File: config.mk
export PLATFORM = sky130hd
export DESIGN_NAME = vcoa_store
export DESIGN_NICKNAME = d
export VERILOG_FILES = /design/src/sv/vcoa_pkg.sv /design/src/sv/vcoa_store.sv
export VERILOG_INCLUDE_DIRS = /design/src /design/src/sv
export SDC_FILE = /design/constraint.sdc
export NUM_CORES = 2
export LEC_CHECK = 0
export BUFFER_PORTS_ARGS = -buffer_cell sky130_fd_sc_hd__buf_2
export CORE_ASPECT_RATIO = 1.1
export CORE_MARGIN = 4
export CORE_UTILIZATION = 51
export CTS_CLUSTER_SIZE = 12
export DETAILED_ROUTE_END_ITERATION = 7
export PLACE_DENSITY_LB_ADDON = 0.15
export SLEW_MARGIN = 5
export SYNTH_ARGS = -nofsm -noshare
export SYNTH_HDL_FRONTEND = slang
export SYNTH_SLANG_ARGS = --single-unit
File: constraint.sdc
create_clock -name clk_i -period 1.5 [get_ports clk_i]
set_input_delay 0.375 -clock clk_i [delete_from_list [all_inputs] [get_ports clk_i]]
set_output_delay 0.375 -clock clk_i [all_outputs]
set_load 0.1 [all_outputs]
File: src/sv/vcpu_cache_occupancy_accounting_core_macros.svh
// Assertion macros shared by the vcpu cache occupancy accounting RTL.
// Expects clk_i and rst_ni in the scope of each use; no other dependencies.
`ifndef VCPU_CACHE_OCCUPANCY_ACCOUNTING_CORE_MACROS_SVH
`define VCPU_CACHE_OCCUPANCY_ACCOUNTING_CORE_MACROS_SVH
`ifndef SYNTHESIS
// Check a property on every rising clock edge outside reset.
`define VCOA_ASSERT(lbl, prop, msg) \
  lbl: assert property (@(posedge clk_i) disable iff (!rst_ni) prop) \
    else $error(msg);
// Check that a condition never holds.
`define VCOA_NEVER(lbl, expr, msg) `VCOA_ASSERT(lbl, !(expr), msg)
`else
`define VCOA_ASSERT(lbl, prop, msg)
`define VCOA_NEVER(lbl, expr, msg)
`endif
`endif

File: src/sv/vcoa_pkg.sv
// Shared types and constants for the vcpu cache occupancy accounting core.
// No dependencies; imported by every module of the block.
`default_nettype none

package vcoa_pkg;

  // Default number of vcpu records.
  localparam int VCPU_COUNT_DEF = 16;

  // Configuration register index, taken from paddr[2].
  localparam logic REG_ENABLE = 1'b0;
  localparam logic REG_LINES  = 1'b1;

  // Store control from the top level.
  typedef struct packed {
    logic rd_en;    // read all stores at the request address
    logic snap_we;  // write the three snapshots
    logic occ_we;   // write the occupancy estimate
  } store_ctl_t;

  // Registered read data of one vcpu record.
  typedef struct packed {
    logic [63:0] lcl;
    logic [63:0] glb;
    logic [63:0] ret;
    logic [63:0] occ;
  } rd_data_t;

  // One finished result.
  typedef struct packed {
    logic [3:0]  vcpu;
    logic [63:0] occupancy;
    logic [63:0] mpki;
    logic        dz;
  } result_t;

endpackage

`default_nettype wire

File: src/sv/vcoa_store.sv
// Per-vcpu record stores: snapshots and occupancy estimate, with valid bits.
// Depends on vcoa_pkg and the assertion macro header.
`default_nettype none
`include "vcpu_cache_occupancy_accounting_core_macros.svh"

module vcoa_store import vcoa_pkg::*; #(
  parameter  int VCPU_COUNT = VCPU_COUNT_DEF,
  localparam int IdxW       = (VCPU_COUNT > 1) ? $clog2(VCPU_COUNT) : 1
) (
  input  logic            clk_i,
  input  logic            rst_ni,
  input  store_ctl_t      ctl_i,
  input  logic [IdxW-1:0] addr_i,
  input  logic [IdxW-1:0] occ_addr_i,
  input  logic [63:0]     lcl_i,
  input  logic [63:0]     glb_i,
  input  logic [63:0]     ret_i,
  input  logic [63:0]     occ_i,
  output rd_data_t        rd_o
);

  logic [63:0] lcl_mem [VCPU_COUNT];
  logic [63:0] glb_mem [VCPU_COUNT];
  logic [63:0] ret_mem [VCPU_COUNT];
  logic [63:0] occ_mem [VCPU_COUNT];

  logic [VCPU_COUNT-1:0] snap_vld_q, snap_vld_d;
  logic [VCPU_COUNT-1:0] occ_vld_q, occ_vld_d;
  logic                  rd_snap_vld_q, rd_occ_vld_q;
  rd_data_t              rd_q;

  always_comb begin
    snap_vld_d = snap_vld_q;
    occ_vld_d  = occ_vld_q;
    if (ctl_i.snap_we) begin
      snap_vld_d[addr_i] = 1'b1;
    end
    if (ctl_i.occ_we) begin
      occ_vld_d[occ_addr_i] = 1'b1;
    end
  end

  always_ff @(posedge clk_i or negedge rst_ni) begin
    if (!rst_ni) begin
      snap_vld_q <= '0;
      occ_vld_q  <= '0;
    end else begin
      snap_vld_q <= snap_vld_d;
      occ_vld_q  <= occ_vld_d;
    end
  end

  always_ff @(posedge clk_i) begin
    if (ctl_i.snap_we) begin
      lcl_mem[addr_i] <= lcl_i;
      glb_mem[addr_i] <= glb_i;
      ret_mem[addr_i] <= ret_i;
    end
    if (ctl_i.occ_we) begin
      occ_mem[occ_addr_i] <= occ_i;
    end
  end

  always_ff @(posedge clk_i) begin
    if (ctl_i.rd_en) begin
      rd_q.lcl      <= lcl_mem[addr_i];
      rd_q.glb      <= glb_mem[addr_i];
      rd_q.ret      <= ret_mem[addr_i];
      rd_q.occ      <= occ_mem[addr_i];
      rd_snap_vld_q <= snap_vld_q[addr_i];
      rd_occ_vld_q  <= occ_vld_q[addr_i];
    end
  end

  // Never-written records read as zero.
  assign rd_o.lcl = rd_snap_vld_q ? rd_q.lcl : 64'd0;
  assign rd_o.glb = rd_snap_vld_q ? rd_q.glb : 64'd0;
  assign rd_o.ret = rd_snap_vld_q ? rd_q.ret : 64'd0;
  assign rd_o.occ = rd_occ_vld_q  ? rd_q.occ : 64'd0;

  `VCOA_NEVER(a_store_one_writer, ctl_i.snap_we && ctl_i.occ_we, "write collision")
  `VCOA_NEVER(a_store_rd_snap, ctl_i.rd_en && ctl_i.snap_we, "read with snapshot write")
  `VCOA_NEVER(a_store_rd_occ, ctl_i.rd_en && ctl_i.occ_we, "read with occupancy write")

endmodule

`default_nettype wire

# ---- After elaboration in Yosys (flattened, before gate mapping)
# Memory sizes are Yosys's and may differ from the RTL's. A register that Yosys moved wholly into a read port is not among the register bits.
# Cells that the tools add are included.
dict set report word_totals {
  ff_bits 34
  mem_bits_rw 4096
  in_bits 269
  output_inout_bits 256
  wordCells 32
  n_memories 4
}
dict set report op_classes {
  magnitude_cmp 4
  n_mux 16
  n_bitwise 2
  reduce_logical 2
}
# name depth width rd rd_ports_with_merged_regs wr line_no
set memory_table {}
lappend memory_table {glb_mem 16 64 1 1 1 vcoa_store.sv:23} ;# logic [63:0] glb_mem [VCPU_COUNT];
lappend memory_table {lcl_mem 16 64 1 1 1 vcoa_store.sv:22} ;# logic [63:0] lcl_mem [VCPU_COUNT];
lappend memory_table {occ_mem 16 64 1 1 1 vcoa_store.sv:25} ;# logic [63:0] occ_mem [VCPU_COUNT];
lappend memory_table {ret_mem 16 64 1 1 1 vcoa_store.sv:24} ;# logic [63:0] ret_mem [VCPU_COUNT];
# operator count
set ops {}
lappend ops {{two-way mux 64 bit} 4}
lappend ops {{bitwise OR 16 bit} 2}
lappend ops {{< comparator 4 x 5 -> 1 bit, second input constant} 2}
lappend ops {{binary-select mux 1 bit (select 4 bit)} 2}
lappend ops {{demux 1 bit (select 4 bit)} 2}
lappend ops {{greater-or-equal comparator 4 x 1 -> 1 bit, second input constant} 2}
lappend ops {{two-way mux 1 bit} 8}
lappend ops {{logical AND 1 bit} 2}

# ---- Logic depth before layout (Yosys ltp)
dict set report depth {
  ltp_word 5
  depth_mapped 7
}

# ---- Least setup slack after synthesis
# OpenSTA, ideal clock, no wires.
dict set report synth_timing {
  path_kind {input port to flip-flop}
  start {input addr_i[0]}
  end {register snap_vld_q[0]}
  setup_time_ns 0.117
  t_arrival_ns 10.130
  required_time_ns 1.383
  path_slack_ns -8.747
  path_stages 6
  n_path_buf 3
  path_cell_list {buf_4 buf_6 buf_2 or3b_2 nor2_1 or2_2}
}
dict set report synth_between {
  elab_chain_len 5
  word_cells_on_any_way 6
}
# item line_no
set synth_rtl {}
lappend synth_rtl {{start, declared} vcoa_store.sv:13} ;# input logic [IdxW-1:0] addr_i,
lappend synth_rtl {{< comparator 4 x 5 -> 1 bit (implied by the code) or greater-or-equal comparator 4 x 1 -> 1 bit (tied branches)} vcoa_store.sv:36} ;# snap_vld_d[addr_i] = 1'b1;
lappend synth_rtl {{logical AND 1 bit (implied by the code)} vcoa_store.sv:36}
lappend synth_rtl {{two-way mux 1 bit (implied by the code)} vcoa_store.sv:36}
lappend synth_rtl {{demux 1 bit (select 4 bit) (*)} vcoa_store.sv:36}
lappend synth_rtl {{bitwise OR 16 bit (no line) (*)} n/a}
lappend synth_rtl {{end signal, assigned} vcoa_store.sv:48} ;# snap_vld_q <= snap_vld_d;
lappend synth_rtl {{end, declared} vcoa_store.sv:27} ;# logic [VCPU_COUNT-1:0] snap_vld_q, snap_vld_d;
# Mark *: on every way between the ends. The rest lies on a longest branch, timed or not.
# A chain may end at the register's enable or synchronous reset.

==> summary.txt <==
pwr/cell area -> 1290 nW/um2
Max-Cap Viols -> 0
commonest cells after routing, fill and taps aside -> edfxtp_1, mux4_2, buf_12, buf_4, clkbuf_16
share of cells above drive strength 1 -> 38.5%
first-pass GRT wire length -> 597000 um
clock-pin slew on the worst setup and hold paths -> 0.06 ns
Psw -> 59.6 mW
WL/cell -> 31.0 um
YS warnings -> 0
Synth Instances -> 6904
Reg-to-Reg Start -> glb_mem[3][29]
Die Width -> 548 um
DRC Markers -> 0
Gate power share -> 9.8%
Final Util -> 63.8%
Crit. Startpoint -> rd_snap_vld_q
CP max FO -> 25
CTS tree -> built
max-slew violations -> 0
status -> finished with violations
initial antenna violation count -> 77
failing checks -> negative setup slack
syn_nets -> 7173
Syn Area/Cell -> 23.7 um2
CTS Buffer Depth -> 4
full die area -> 329000 um2
Detailed Route WL -> 411000 um
pre-CTS setup slack -> -1.00 ns
Slew headroom -> 57.4%
Num Clock Sinks -> 4386
Lkg Pwr -> 66.6 nW
sequential power share -> 53.1%
fin worst setup slack -> -1.26 ns
fmax -> 0.362 GHz
floorplan row count -> 217
Worst Path Arrival -> 2.39 ns
CP Launch Type -> flip-flop
final hold violations -> 0
total routing usage reported by global routing -> 24.8%
Hold Crit Class -> input port to flip-flop
CP Data Required Time -> 1.12 ns
RSZ-0062 raised after global routing -> yes
H-tree levels -> 5
number of global-route vias before repair -> 83800
post-layout min period -> 2.76 ns
Inserted Clock Buffers -> 434
Seq/Total Area, Yosys -> 80.5%
via/cell ratio -> 6.07
Clock Latency Late Sink -> 0.95 ns
Clock Skew -> 0.0289 ns
Pint -> 203 mW
I/O pin total -> 525
Netlist cell types -> 19
Seq cells post-synth -> 4386
final setup fails -> 265
Mapped Area -> 163000 um2
Detailed Place HPWL -> 255000 um
CTS Root Cell -> clkbuf_16
largest net degree at the start of global routing -> 50
clock power share -> 37.1%
Layout area overhead -> 24.2%
drt pass-1 iters -> 6
commonest non-fill, non-tap cell in the layout -> edfxtp_1
CP endpoint kind -> output pin
Cell Area, Placed -> 186000 um2
GP Congestion -> 0.781
Hold Crit Start -> occ_addr_i[1]
antenna-violating nets left -> 0
VDD IR-drop max -> 1140 uV
Die Ht -> 602 um
total negative slack -> -288.05 ns
Port-buffer cells -> 524
gr ovfl total -> 0
First DRT Iteration DRCs -> 8614
via count -> 80400
core area -> 318000 um2
WS Path Type -> flip-flop to output pin
overall power -> 262 mW
Final Instance Area -> 203000 um2
Starting Density -> 51.3%
Worst-Margin Slew -> 0.640 ns
Layout Nets -> 8943
Final period util -> 184%
switching fraction of total power -> 22.7%
## cell families after synthesis
group                  Yosys count  share of synthesized area, %
buffers and inverters          373                          1.02
multiplexers                  1032                          14.2
AO/OA/AOI/OAI                  516                          2.37
flip-flops                    4386                          80.5
AND/OR/NAND/NOR                597                          1.85
## layout make-up
cell class,count,area [um2]
clock buffer,573,11600
antenna,45,113
multi-input combinational,2145,31700
clock inverter,119,749
tap,4270,5340
fill,21100,115000
sequential,4386,132000
timing repair buffer,1707,21800
## cells in the mapped netlist (all sizes together)
cell type  count  share of area (%)
edfxtp      4354                 80
mux4        1032                 14
a22oi        516                2.4
nand2        260               0.60
and2         257               0.98
buf          198               0.62
clkbuf       175               0.40
or2           33               0.13
dfrtp         32               0.49
nor2          29              0.067
nand2b         4              0.015
nand3b         4              0.018
nor3           4              0.012
nand3          2             0.0061
nor2b          2             0.0077
or3b           2              0.011
## layer usage
metal / up-vias / track usage, % / wire, um
met5: - / 0 / 226
met4: 34 / 6.18 / 10500
met3: 603 / 4.11 / 29200
met2: 3265 / 41.4 / 208000
met1: 43500 / 34.7 / 163000
li1: 33000 / - / -
## critical path, stage by stage (launching register included)
cell	delay, ns
edfxtp_1	0.43
buf_12	0.18
buf_16	0.16
buf_16	0.17
and2_4	0.24
buf_12	0.16
## power by group through the flow
stage | Sequential [mW] | Clock, mW | Combinational [mW]
4_1_cts | 139 | 99.2 | 25.4
6_report | 139 | 97.4 | 25.7
3_5_place_dp | 142 | 0 | 23.3
5_1_grt | 139 | 105 | 26.8
2_1_floorplan | 141 | 0 | 12.6
3_3_place_gp | 142 | 0 | 23.0
## flip-flops by register name, summed over array words and instances, names as in the netlist
name           count
glb_mem         1024
lcl_mem         1024
occ_mem         1024
occ_vld_q         16
rd_occ_vld_q       1
rd_q             256
rd_snap_vld_q      1
ret_mem         1024
snap_vld_q        16
## final timing paths
kind / end / slack, ns / cells after the start
setup / recovery: rd_o[248] / -1.26 / 5
hold / removal: occ_mem[13][31] / 0.11 / 3
setup reg to reg: rd_q[157] / -0.07 / 4
hold reg to reg: snap_vld_q[8] / 0.46 / 1
max in group asynchronous: occ_vld_q[13] / 0.76 / 4
min in group asynchronous: snap_vld_q[2] / 0.52 / 4
## timing repair
item                                   4_1_cts  5_1_grt
resized for setup                          212      239
gates cloned                                19        5
endpoints found under the hold margin     4149        0
hold buffers                               261        0
buffers inserted                            16       10
pin swaps                                    1       79
setup endpoints to repair                  311      350
## per-stage QoR
step	hold slack [ns]	cells
CTS	0.00823	13200
global route	0.0641	13200
floorplan	0.0794	6904
detailed placement	0.371	12200
global placement	0.369	12200
finish	0.106	13200
Power figures use the tool's default switching activity.
